===== src/design/flow_sensor_frame_decoder_top_defines.svh =====
// assertion macros for the flow sensor frame decoder
`ifndef FLOW_SENSOR_FRAME_DECODER_TOP_DEFINES_SVH
`define FLOW_SENSOR_FRAME_DECODER_TOP_DEFINES_SVH

// antecedent holds, consequent holds in the same cycle
`define FSFD_ASSERT_NOW(label, ante, cons) \
    label: assert property (@(posedge i_clk) disable iff (!i_rst_n) (ante) |-> (cons)) \
        else $error("fsfd assertion failed");

// antecedent holds, consequent holds in the next cycle
`define FSFD_ASSERT_NEXT(label, ante, cons) \
    label: assert property (@(posedge i_clk) disable iff (!i_rst_n) (ante) |=> (cons)) \
        else $error("fsfd assertion failed");

`endif


===== src/design/fsfd_pkg.sv =====
// shared types, constants and crc function of the flow sensor frame decoder
package fsfd_pkg;

    localparam int unsigned RAW_W              = 16;
    localparam int unsigned FLOW_W             = 18;
    localparam int unsigned FLOW_FRAC_BITS_DEF = 7;
    localparam int unsigned FLOW_DIVISOR       = 120;

    localparam logic [7:0]       CRC_INIT          = 8'hFF;
    localparam logic [7:0]       CRC_POLY          = 8'h31;
    localparam logic [RAW_W-1:0] INVALID_RAW       = 16'hFFFF;
    localparam logic [RAW_W-1:0] ZERO_OFFSET_RESET = 16'h8000;

    // register index, taken from paddr[2]
    localparam logic REG_ZERO_OFFSET = 1'b0;

    typedef enum logic [1:0] {
        ST_OK      = 2'd0,
        ST_BUS     = 2'd1,
        ST_CRC     = 2'd2,
        ST_INVALID = 2'd3
    } t_status;

    typedef enum logic [1:0] {
        POS_WAIT_LO  = 2'd1,
        POS_WAIT_CRC = 2'd2,
        POS_IDLE     = 2'd3
    } t_frame_pos;

    // frame outcome handed to the scaling pipeline
    typedef struct packed {
        t_status          status;
        logic [RAW_W-1:0] raw;
        logic             neg;
        logic [RAW_W-1:0] mag;
    } t_frame_result;

    function automatic logic [7:0] crc8_byte(input logic [7:0] crc, input logic [7:0] data);
        logic [7:0] c;
        c = crc ^ data;
        for (int b = 0; b < 8; b++) begin
            c = c[7] ? ((c << 1) ^ CRC_POLY) : (c << 1);
        end
        return c;
    endfunction

endpackage


===== src/design/fsfd_flow_scale.sv =====
// two-stage flow scaling: reciprocal multiply, correction, sign and saturation
module fsfd_flow_scale #(
    parameter int unsigned FLOW_FRAC_BITS = fsfd_pkg::FLOW_FRAC_BITS_DEF
) (
    input  logic                             i_clk,
    input  logic                             i_rst_n,
    input  logic                             i_valid,
    output logic                             o_ready,
    input  fsfd_pkg::t_frame_result          i_item,
    output logic                             o_valid,
    input  logic                             i_ready,
    output logic [1:0]                       o_status,
    output logic signed [fsfd_pkg::FLOW_W-1:0] o_flow_q,
    output logic [fsfd_pkg::RAW_W-1:0]       o_raw_code
);
    import fsfd_pkg::*;

    // n = (mag << frac) + divisor/2, quotient = floor(n / divisor)
    localparam int unsigned NW = RAW_W + FLOW_FRAC_BITS + 1;
    localparam int unsigned RW = NW - 6;
    localparam int unsigned QW = NW - 6;
    localparam int unsigned PW = NW + RW;
    localparam int unsigned EW = ((QW > FLOW_W) ? QW : FLOW_W) + 1;
    localparam logic [RW-1:0] RECIP = RW'((64'd1 << NW) / FLOW_DIVISOR);
    localparam logic [NW-1:0] ROUND_ADD = NW'(FLOW_DIVISOR / 2);
    localparam logic [EW-1:0] POS_LIM = EW'((64'd1 << (FLOW_W - 1)) - 1);
    localparam logic [EW-1:0] NEG_LIM = EW'(64'd1 << (FLOW_W - 1));

    logic              r_s2_valid;
    t_status           r_s2_status;
    logic [RAW_W-1:0]  r_s2_raw;
    logic              r_s2_neg;
    logic [NW-1:0]     r_s2_n;
    logic [PW-1:0]     r_s2_prod;

    logic              r_out_valid;
    t_status           r_out_status;
    logic [FLOW_W-1:0] r_out_flow;
    logic [RAW_W-1:0]  r_out_raw;

    logic              out_move;
    logic              s2_move;
    logic [NW-1:0]     n_in;
    logic [QW-1:0]     q0;
    logic [NW-1:0]     rem;
    logic [QW-1:0]     q;
    logic [EW-1:0]     q_ext;
    logic [FLOW_W-1:0] n_flow;

    assign out_move = !r_out_valid || i_ready;
    assign s2_move  = !r_s2_valid || out_move;
    assign o_ready  = s2_move;

    assign n_in = (NW'(i_item.mag) << FLOW_FRAC_BITS) + ROUND_ADD;

    always_ff @(posedge i_clk) begin
        if (!i_rst_n) begin
            r_s2_valid <= 1'b0;
        end else if (s2_move) begin
            r_s2_valid <= i_valid;
        end
    end

    always_ff @(posedge i_clk) begin
        if (s2_move && i_valid) begin
            r_s2_status <= i_item.status;
            r_s2_raw    <= i_item.raw;
            r_s2_neg    <= i_item.neg;
            r_s2_n      <= n_in;
            r_s2_prod   <= PW'(n_in) * PW'(RECIP);
        end
    end

    // estimate is low by at most one, fixed by one compare
    always_comb begin
        q0     = QW'(r_s2_prod >> NW);
        rem    = r_s2_n - NW'(q0 * FLOW_DIVISOR);
        q      = (rem >= NW'(FLOW_DIVISOR)) ? q0 + QW'(1) : q0;
        q_ext  = EW'(q);
        n_flow = '0;
        if (r_s2_status == ST_OK) begin
            if (r_s2_neg) begin
                n_flow = (q_ext >= NEG_LIM) ? NEG_LIM[FLOW_W-1:0] : -q_ext[FLOW_W-1:0];
            end else begin
                n_flow = (q_ext > POS_LIM) ? POS_LIM[FLOW_W-1:0] : q_ext[FLOW_W-1:0];
            end
        end
    end

    always_ff @(posedge i_clk) begin
        if (!i_rst_n) begin
            r_out_valid <= 1'b0;
        end else if (out_move) begin
            r_out_valid <= r_s2_valid;
        end
    end

    always_ff @(posedge i_clk) begin
        if (out_move && r_s2_valid) begin
            r_out_status <= r_s2_status;
            r_out_flow   <= n_flow;
            r_out_raw    <= r_s2_raw;
        end
    end

    assign o_valid    = r_out_valid;
    assign o_status   = r_out_status;
    assign o_flow_q   = signed'(r_out_flow);
    assign o_raw_code = r_out_raw;

endmodule


===== src/design/flow_sensor_frame_decoder_top.sv =====
// flow sensor frame decoder: frame tracking, crc-8 check and flow scaling
//
// Input channel (i_in_valid / o_in_ready) carries one event per transaction:
// a received byte (i_kind 0, i_rx_byte, i_frame_begin) or a bus error (i_kind 1).
// A frame is data high, data low, check byte; i_frame_begin marks data high.
// Output channel (o_out_valid / i_out_ready) carries one result per check byte
// or bus error: o_status, o_flow_q (1/2^FLOW_FRAC_BITS slm) and o_raw_code.
// Data bytes and stray bytes give no result; the first complete frame after
// reset is dropped whatever its outcome.
// One input transaction is taken every cycle while o_in_ready is high. The result
// of an accepted input transaction reaches the output through three registers:
// frame/crc register, reciprocal multiply register, output register.
// When the receiver stalls, the three result registers fill up one by one and
// o_in_ready drops only once the frame register holds a result it cannot pass on.
// Reset (i_rst_n low, synchronous) empties the pipeline, ends any frame, sets
// the crc to 0xFF, the zero offset to 32768 and arms the first-frame drop.
// APB register at byte address 0: zero_offset[15:0]; pready is always high.
`include "flow_sensor_frame_decoder_top_defines.svh"

module flow_sensor_frame_decoder_top #(
    parameter int unsigned FLOW_FRAC_BITS = fsfd_pkg::FLOW_FRAC_BITS_DEF
) (
    input  logic                               i_clk,
    input  logic                               i_rst_n,
    input  logic                               i_in_valid,
    output logic                               o_in_ready,
    input  logic                               i_kind,
    input  logic [7:0]                         i_rx_byte,
    input  logic                               i_frame_begin,
    output logic                               o_out_valid,
    input  logic                               i_out_ready,
    output logic [1:0]                         o_status,
    output logic signed [fsfd_pkg::FLOW_W-1:0] o_flow_q,
    output logic [fsfd_pkg::RAW_W-1:0]         o_raw_code,
    input  logic                               i_psel,
    input  logic                               i_penable,
    input  logic                               i_pwrite,
    input  logic [2:0]                         i_paddr,
    input  logic [31:0]                        i_pwdata,
    output logic [31:0]                        o_prdata,
    output logic                               o_pready
);
    import fsfd_pkg::*;

    logic [RAW_W-1:0]   r_zero_offset;
    t_frame_pos         r_pos;
    t_frame_pos         n_pos;
    logic [7:0]         r_crc;
    logic [7:0]         n_crc;
    logic [RAW_W-1:0]   r_data;
    logic [RAW_W-1:0]   n_data;
    logic               r_discard;
    logic               n_discard;

    logic               r_s1_valid;
    t_frame_result      r_s1;
    t_frame_result      n_item;
    logic               emit;
    logic               accept;
    logic               s1_move;
    logic               scale_ready;
    logic signed [RAW_W:0] diff;

    // configuration port
    assign o_pready = 1'b1;
    assign o_prdata = (i_paddr[2] == REG_ZERO_OFFSET) ? {16'b0, r_zero_offset} : 32'b0;

    always_ff @(posedge i_clk) begin
        if (!i_rst_n) begin
            r_zero_offset <= ZERO_OFFSET_RESET;
        end else if (i_psel && i_penable && i_pwrite && (i_paddr[2] == REG_ZERO_OFFSET)) begin
            r_zero_offset <= i_pwdata[RAW_W-1:0];
        end
    end

    assign s1_move    = !r_s1_valid || scale_ready;
    assign o_in_ready = s1_move;
    assign accept     = i_in_valid && s1_move;

    assign diff = signed'({1'b0, r_data}) - signed'({1'b0, r_zero_offset});

    always_comb begin
        n_pos     = r_pos;
        n_crc     = r_crc;
        n_data    = r_data;
        n_discard = r_discard;
        emit      = 1'b0;
        n_item    = '{status: ST_BUS, raw: '0, neg: 1'b0, mag: '0};
        if (accept) begin
            priority if (i_kind) begin
                n_pos = POS_IDLE;
                n_crc = CRC_INIT;
                emit  = 1'b1;
            end else if (i_frame_begin) begin
                n_data = {i_rx_byte, 8'h00};
                n_crc  = crc8_byte(CRC_INIT, i_rx_byte);
                n_pos  = POS_WAIT_LO;
            end else if (r_pos == POS_WAIT_LO) begin
                n_data = {r_data[15:8], i_rx_byte};
                n_crc  = crc8_byte(r_crc, i_rx_byte);
                n_pos  = POS_WAIT_CRC;
            end else if (r_pos == POS_WAIT_CRC) begin
                n_pos      = POS_IDLE;
                n_crc      = CRC_INIT;
                n_item.raw = r_data;
                if (r_crc != i_rx_byte) begin
                    n_item.status = ST_CRC;
                end else if (r_data == INVALID_RAW) begin
                    n_item.status = ST_INVALID;
                end else begin
                    n_item.status = ST_OK;
                    n_item.neg    = diff[RAW_W];
                    n_item.mag    = diff[RAW_W] ? RAW_W'(-diff) : diff[RAW_W-1:0];
                end
                if (r_discard) begin
                    n_discard = 1'b0;
                end else begin
                    emit = 1'b1;
                end
            end else begin
                // stray byte outside a frame
                emit = 1'b0;
            end
        end
    end

    always_ff @(posedge i_clk) begin
        if (!i_rst_n) begin
            r_pos     <= POS_IDLE;
            r_crc     <= CRC_INIT;
            r_data    <= '0;
            r_discard <= 1'b1;
        end else begin
            r_pos     <= n_pos;
            r_crc     <= n_crc;
            r_data    <= n_data;
            r_discard <= n_discard;
        end
    end

    always_ff @(posedge i_clk) begin
        if (!i_rst_n) begin
            r_s1_valid <= 1'b0;
        end else if (s1_move) begin
            r_s1_valid <= emit;
        end
    end

    always_ff @(posedge i_clk) begin
        if (s1_move && emit) begin
            r_s1 <= n_item;
        end
    end

    fsfd_flow_scale #(
        .FLOW_FRAC_BITS (FLOW_FRAC_BITS)
    ) u_flow_scale (
        .i_clk      (i_clk),
        .i_rst_n    (i_rst_n),
        .i_valid    (r_s1_valid),
        .o_ready    (scale_ready),
        .i_item     (r_s1),
        .o_valid    (o_out_valid),
        .i_ready    (i_out_ready),
        .o_status   (o_status),
        .o_flow_q   (o_flow_q),
        .o_raw_code (o_raw_code)
    );

    `FSFD_ASSERT_NOW(a_flow_zero_unless_ok, o_out_valid && (o_status != ST_OK), o_flow_q == '0)
    `FSFD_ASSERT_NOW(a_bus_raw_zero, o_out_valid && (o_status == ST_BUS), o_raw_code == '0)
    `FSFD_ASSERT_NOW(a_invalid_raw, o_out_valid && (o_status == ST_INVALID), o_raw_code == INVALID_RAW)
    `FSFD_ASSERT_NEXT(a_bus_error_keeps_discard, accept && i_kind, r_discard == $past(r_discard))

endmodule

===== config.mk =====
export PLATFORM = sky130hd
export DESIGN_NAME = flow_sensor_frame_decoder_top
export DESIGN_NICKNAME = d
export VERILOG_FILES = /design/src/design/fsfd_pkg.sv /design/src/design/fsfd_flow_scale.sv /design/src/design/flow_sensor_frame_decoder_top.sv
export VERILOG_INCLUDE_DIRS = /design/src /design/src/design
export SDC_FILE = /design/constraint.sdc
export NUM_CORES = 1
export LEC_CHECK = 0
export BUFFER_PORTS_ARGS = -buffer_cell sky130_fd_sc_hd__buf_2
export CAP_MARGIN = 25
export CORE_AREA = 3 3 160 162
export DETAILED_ROUTE_END_ITERATION = 8
export DIE_AREA = 0 0 163 165
export PLACE_DENSITY = 0.79
export REMOVE_ABC_BUFFERS = 1
export SLEW_MARGIN = 20
export SYNTH_ARGS = -nofsm -noshare
export SYNTH_HDL_FRONTEND = slang
export SYNTH_SLANG_ARGS = --single-unit
export TNS_END_PERCENT = 5

===== constraint.sdc =====
create_clock -name i_clk -period 8.2 [get_ports i_clk]
set_input_delay 0.41 -clock i_clk [delete_from_list [all_inputs] [get_ports i_clk]]
set_output_delay 0.41 -clock i_clk [all_outputs]
set_load 0.005 [all_outputs]

======== Word level (Yosys, flattened, before mapping) ========
Cells that the tools add are included.
cells by class
  bitwise logic cells ..................... 24
  equality and inequality tests ........... 4
  $mul .................................... 2
  add/sub/neg operators ................... 6
  order comparisons ....................... 3
  mux-type cells .......................... 40
  divide/modulo/power cells ............... 0
  reductions and logical operators ........ 22
  shift-type cells ........................ 0
operator list
  kind                                                  count
  two-way mux 6 bit                                     16
  two-way mux 18 bit                                    4
  two-way mux 16 bit                                    3
  inverter 3 bit                                        16
  multiplier 24 x 17 -> 41 bit, second input constant   1
  two-way mux 8 bit                                     5
  adder 23 x 6 -> 24 bit, second input constant         1
  >= comparator 24 x 7 -> 1 bit, second input constant  1
  subtractor 24 bit                                     1
  multiplier 18 x 4 -> 21 bit, second input constant    1
  adder 18 x 1 -> 18 bit, second input constant         1
  >= comparator 18 bit, second input constant           1
  > comparator 18 x 17 -> 1 bit, second input constant  1
  negation 18 bit                                       1
  subtractor 16 x 16 -> 17 bit                          1
  equality test 16 bit, second input constant           1
  negation 16 bit                                       1
  two-way mux 2 bit                                     6
  != test 8 bit                                         1
  inverter 8 bit                                        1
  XOR 8 bit                                             1
  logical AND 1 bit                                     7
  OR reduction 7 bit                                    1
  two-way mux 1 bit                                     6
  other kinds (12)                                      22
storage, ports and cells
  bits in registers ....................... 201
  bits in read-only memories .............. 0
  memories ................................ 0
  memory bits (writable) .................. 0
  logic and storage cells ................. 122
  output and inout port bits .............. 71
  input bits .............................. 52
  bits in latches ......................... 0

======== Longest topological paths before layout ========
  word-level depth ........................ 20
  mapped depth ............................ 35
  gate-level depth less buffers ........... 33

======== Hierarchy ========
A second synthesis with hierarchy kept.
second synthesis, totals
  cell total of the unflattened synthesis .. 1484
  area total of the unflattened synthesis .. 14518.9 µm²
modules (own cells, without submodules)
  module                         cells an instance  area an instance (µm²)  sequential area each (µm²)  instances
  fsfd_flow_scale                929                9629.2                  2712.6                      1
  flow_sensor_frame_decoder_top  555                4889.7                  1931.9                      1

======== Worst setup path after synthesis ========
No wires, ideal clock.
  path kind ............................... register to register
  start point ............................. register u_flow_scale.r_s2_prod[30]
  end point ............................... register u_flow_scale.r_out_flow[16], in the netlist u_flow_scale.o_flow_q[16] (data pin)
  required time ........................... 7.941 ns
  period minus slack after synthesis ...... 7.528 ns
  setup time .............................. 0.259 ns
  slack ................................... 0.672 ns
  stages on the path, launching flop included .. 34
  path buffers ............................ 3
  arrival ................................. 7.269 ns
  cell sequence ........................... edfxtp_1 > clkbuf_1 > inv_1 > fa_1 > fa_1 > inv_1 > ha_1 > or2_1 > o221a_1 > o31a_1 > a31o_1 > o31ai_2 > o21bai_1 > a21oi_1 > xor2_1 > ha_1 > and2b_1 > or4_1 > nor3_2 > nand4_1 > nor4_2 > nand3_1 > or4_4 > buf_6 > nor3_1 > a21oi_1 > ha_1 > o21ai_0 > o32ai_1 > nor3_1 > and3b_1 > clkbuf_1 > and2_1 > a211o_1
between the ends
  longest elaborated chain between the ends .. 7
  elaborated cells between the ends (all ways) .. 11
  those cells by class .................... add/sub (3); mul (1); order compare (3); mux (4)
ends and longest elaborated chain
  item                                           RTL line                                      source
  start: declaration                             fsfd_flow_scale.sv:34                         logic [PW-1:0] r_s2_prod;
  start signal: assignment                       fsfd_flow_scale.sv:70                         r_s2_prod <= PW'(n_in) * PW'(RECIP);
  multiplier 18 x 4 -> 21 bit                    fsfd_flow_scale.sv:77                         rem = r_s2_n - NW'(q0 * FLOW_DIVISOR);
  subtractor 24 bit                              fsfd_flow_scale.sv:77
  >= comparator 24 x 7 -> 1 bit                  fsfd_flow_scale.sv:78                         q = (rem >= NW'(FLOW_DIVISOR)) ? q0 + QW'(1) : q0;
  two-way mux 18 bit *                           fsfd_flow_scale.sv:78
  negation 18 bit, or another cell as far along  fsfd_flow_scale.sv:83                         n_flow = (q_ext >= NEG_LIM) ? NEG_LIM[FLOW_W-1:0] : -q_ext[FLOW_W-1:0];
  two-way mux 18 bit (on tied branches)          fsfd_flow_scale.sv:83, fsfd_flow_scale.sv:85
  two-way mux 18 bit *                           fsfd_flow_scale.sv:82                         if (r_s2_neg) begin
  end signal: assignment                         fsfd_flow_scale.sv:101                        r_out_flow <= n_flow;
  end: declaration                               fsfd_flow_scale.sv:38                         logic [FLOW_W-1:0] r_out_flow;
Every way passes the cells marked *; elsewhere a longest branch is shown, timed or not.
A chain may end at the register's enable or synchronous reset.

======== Final worst setup path ========
  start point ............................. register u_flow_scale.r_s2_prod[26]
  end point ............................... register u_flow_scale.r_out_flow[16], in the netlist u_flow_scale.o_flow_q[16] (data pin)
The elaborated chain is that of the path after synthesis.

==> flow_summary_export.csv <==
group,metric,value,unit
floorplanning,die_h,165,um
drt,wl_per_cell,17.1,um
setup_path,critPathLaunchType,"register",
timing,finalHoldViolations,0,
timing,tightest_slew,983,ps
final_layout,utilization,66.0,%
drt,first_pass_iters,5,
worst_hold_path,holdPathStages,3,
clocking,clock_path_buffers,2,
timing,period_share,96.0,%
worst_hold_path,worstHoldStart,"i_pwdata[15]",
global_routing,met2_usage,45.3,%
logic_synthesis,synthFlopType,"edfxtp_1",
final_layout,nets,1898,
setup_path,critPathLaunch,"u_flow_scale.r_s2_prod[26]",
worst_hold_path,worstHoldEndpoint,"r_zero_offset[15]",
flow_run,drv_cap,0,
logic_synthesis,synth_cell_types,89,
global_routing,top_usage_layer,"met2",
clocking,clkTransAtPathRegs,80,ps
logic_synthesis,synth-edff-count,124,
pwr,ir_worst_vdd,310,uV
logic_synthesis,synth_area,0.0146,mm^2
pwr,pwr_density_cell,254,mW/mm^2
global_routing,track_usage,24.9,%
logic_synthesis,ys_warn_count,0,
clocking,cts_made_buffers,17,
setup_path,cp_max_fo,9,
global_routing,overflow,0,
drt,num_vias,11300,
timing,fin_crit,7870,ps
timing,setup_viol,0,
clocking,htree_levels,4,
setup_path,r2r_cells,33,
drt,drt_wl_total,33300,um
final_layout,layout_commonest_cell,"ha_1",
drt,drt_iter0_drc,791,
setup_path,r2r_end,"u_flow_scale.o_flow_q[16]",
final_layout,fillCellCount,1892,
placement,dp_hpwl,25500,um
setup_path,worstPathArrival,8060,ps
clocking,clock_latency,440,ps
logic_synthesis,async_flop_share,0,%
placement,post-place-ws,257,ps
global_routing,met1_usage,30.5,%
placement,port_buffers,87,
final_layout,ff_latch_area,0.00464,mm^2
timing,grt_setup_unrepaired,"true",
setup_path,end_kind,"register",
global_routing,grt_max_degree,54,
setup_path,reg2reg_from,"u_flow_scale.r_s2_prod[26]",
floorplanning,start_util,60.2,%
floorplanning,core_area,0.0242,mm^2
final_layout,num_antenna_cells,0,
setup_path,cpPeakStageDelay,580,ps
setup_path,cp.required,8390,ps
floorplanning,ios,123,
worst_hold_path,hold_class,"in2reg",
global_routing,met3_usage,2.93,%
logic_synthesis,ys_seq_area_share,31.8,%
timing,maxSlewViolCount,0,
run_status,status,"finished, final reports clean",
global_routing,grt_pass1_vias,10900,
final_layout,multi_input_area,0.00916,mm^2
final_layout,area_growth,9.71,%
final_layout,final_cell_mix,"ha_1 (180), inv_1 (150), edfxtp_1 (124)",
floorplanning,fp-row-count,57,
pwr,p_leak,6.90,nW
drt,drc,0,
timing,fin_worst_skew,13.5,ps
clocking,cts_hold_buffers,0,
logic_synthesis,synthCells,1524,
drt,antenna_left,0,
final_layout,layout-drive-gt1-share,11.5,%
global_routing,antenna_found_initial,0,
floorplanning,die_x,163,um
logic_synthesis,ys_ff_latch,170,
placement,gp_congestion,0.906,
setup_path,r2r_setup_slack,330,ps
floorplanning,die-area,0.0269,mm^2
setup_path,slowest_stage,"or4_4",
timing,relSlewSlack,33.6,%
clocking,cts_tree,"built",
clocking,root_buffer,"clkbuf_16",
global_routing,grt_pass1_wl,53800,um
timing,finalWorstSetupSlack,328,ps
timing,timing.fmax,0.127,GHz
drt,via_per_inst,5.82,
setup_path,path_class,"reg2reg",
clocking,cts.sinks,170,
logic_synthesis,syn_avg_cell_area,9.57,um^2
==> state kept, by name (all words and copies together) (netlist names) <==
register,count
r_crc,8
u_flow_scale.r_s2_prod,18
u_flow_scale.r_s2_neg,1
r_s1_valid,1
u_flow_scale.r_s2_valid,1
u_flow_scale.o_status,2
r_zero_offset,16
u_flow_scale.o_flow_q,18
u_flow_scale.o_valid,1
r_pos,2
u_flow_scale.r_s2_n,16
r_s1,35
u_flow_scale.r_s2_status,2
r_data,16
u_flow_scale.r_s2_raw,16
u_flow_scale.o_raw_code,16
r_discard,1
==> area by class of cell <==
cell class	instances	area share, %
clock buffers	17	2.66
clock inverters	15	1.16
inverters	153	3.61
multi-input cells	1155	57.2
flip-flops and latches	170	29.0
well taps	324	2.53
repair buffers	110	3.80
==> cell usage after synthesis, drive strengths merged, types with 13 or more instances <==
cell | instances | area, um^2
ha | 180 | 2250
inv | 153 | 574
edfxtp | 124 | 3720
nand2 | 103 | 389
nor2 | 98 | 368
a21oi | 78 | 394
xnor2 | 71 | 629
o21ai | 62 | 314
fa | 59 | 1180
dfxtp | 46 | 921
nand3 | 45 | 225
xor2 | 38 | 333
nor3 | 34 | 175
clkbuf | 32 | 121
nor2b | 32 | 200
and2 | 30 | 188
buf | 29 | 205
a21boi | 25 | 188
a21o | 21 | 158
or3 | 19 | 124
nand2b | 18 | 113
nor3b | 18 | 135
a211oi | 16 | 143
and3 | 16 | 100
o211ai | 14 | 115
nand4 | 13 | 81.3
==> metrics by stage <==
| stage | power, W | instances | instance area (um^2) | TNS [ps] | hold WS [ps] |
|---|---|---|---|---|---|
| 2_1_floorplan | 0.00266 | 1478 | 14300 | 0 | 400 |
| 3_3_place_gp | 0.00315 | 1908 | 15300 | 0 | 403 |
| 3_5_place_dp | 0.00320 | 1908 | 15300 | 0 | 405 |
| 4_1_cts | 0.00404 | 1940 | 15900 | 0 | 185 |
| 5_1_grt | 0.00436 | 1944 | 16000 | -25.6 | 216 |
| 6_report | 0.00406 | 1944 | 16000 | 0 | 196 |
==> report_power, final <==
group          switching (W)  internal [W]
Clock               0.000400      0.000416
Combinational        0.00134      0.000921
Sequential         0.0000290      0.000959
Total                0.00176       0.00230
==> cell families (layout without fill, tap and decap cells) <==
kind of cell               count (synthesis)  after routing  synth area share (%)
AOI/OAI and AO/OA                        305            305                  14.0
and+or+nand+nor                          468            468                  16.6
other                                      2             17                0.0515
adders and majority gates                239            239                  23.5
muxes                                     17             17                  1.21
xor gates and xnor gates                 109            109                  6.60
DFF                                      170            170                  31.8
buffers and inverters                    214            295                  6.18
==> what timing repair did <==
| item | in CTS | in global routing |
|---|---|---|
| buffers inserted | 0 | 3 |
| setup endpoints to repair | 0 | 7 |
| resized for setup | 0 | 8 |
==> how the worst max path moves through the flow <==
stage | endpoint | slack (ps)
floorplan | u_flow_scale.o_flow_q[16] | 110
global placement | u_flow_scale.o_flow_q[10] | 480
detailed placement | u_flow_scale.o_flow_q[10] | 260
CTS | u_flow_scale.o_flow_q[10] | 250
global route | u_flow_scale.o_flow_q[10] | -20
finish | u_flow_scale.o_flow_q[16] | 330
==> metal layers <==
layer | part of all wire (%) | vias to the layer above | wire length [um]
li1 | - | 5515 | -
met1 | 42 | 5410 | 13900
met2 | 51 | 317 | 17100
met3 | 3.8 | 66 | 1260
met4 | 3.0 | 0 | 997
met5 | 0 | - | 0
==> worst max-delay path, delay by kind of cell, from the launching register on <==
family / cells / cell delay [ps]
buf+inv: 1 / 190
compound gates: 12 / 2150
flops: 1 / 380
simple gates: 14 / 3000
xor+xnor: 1 / 140
fa+ha+maj: 5 / 1790
(Power assumes the default switching activity.)
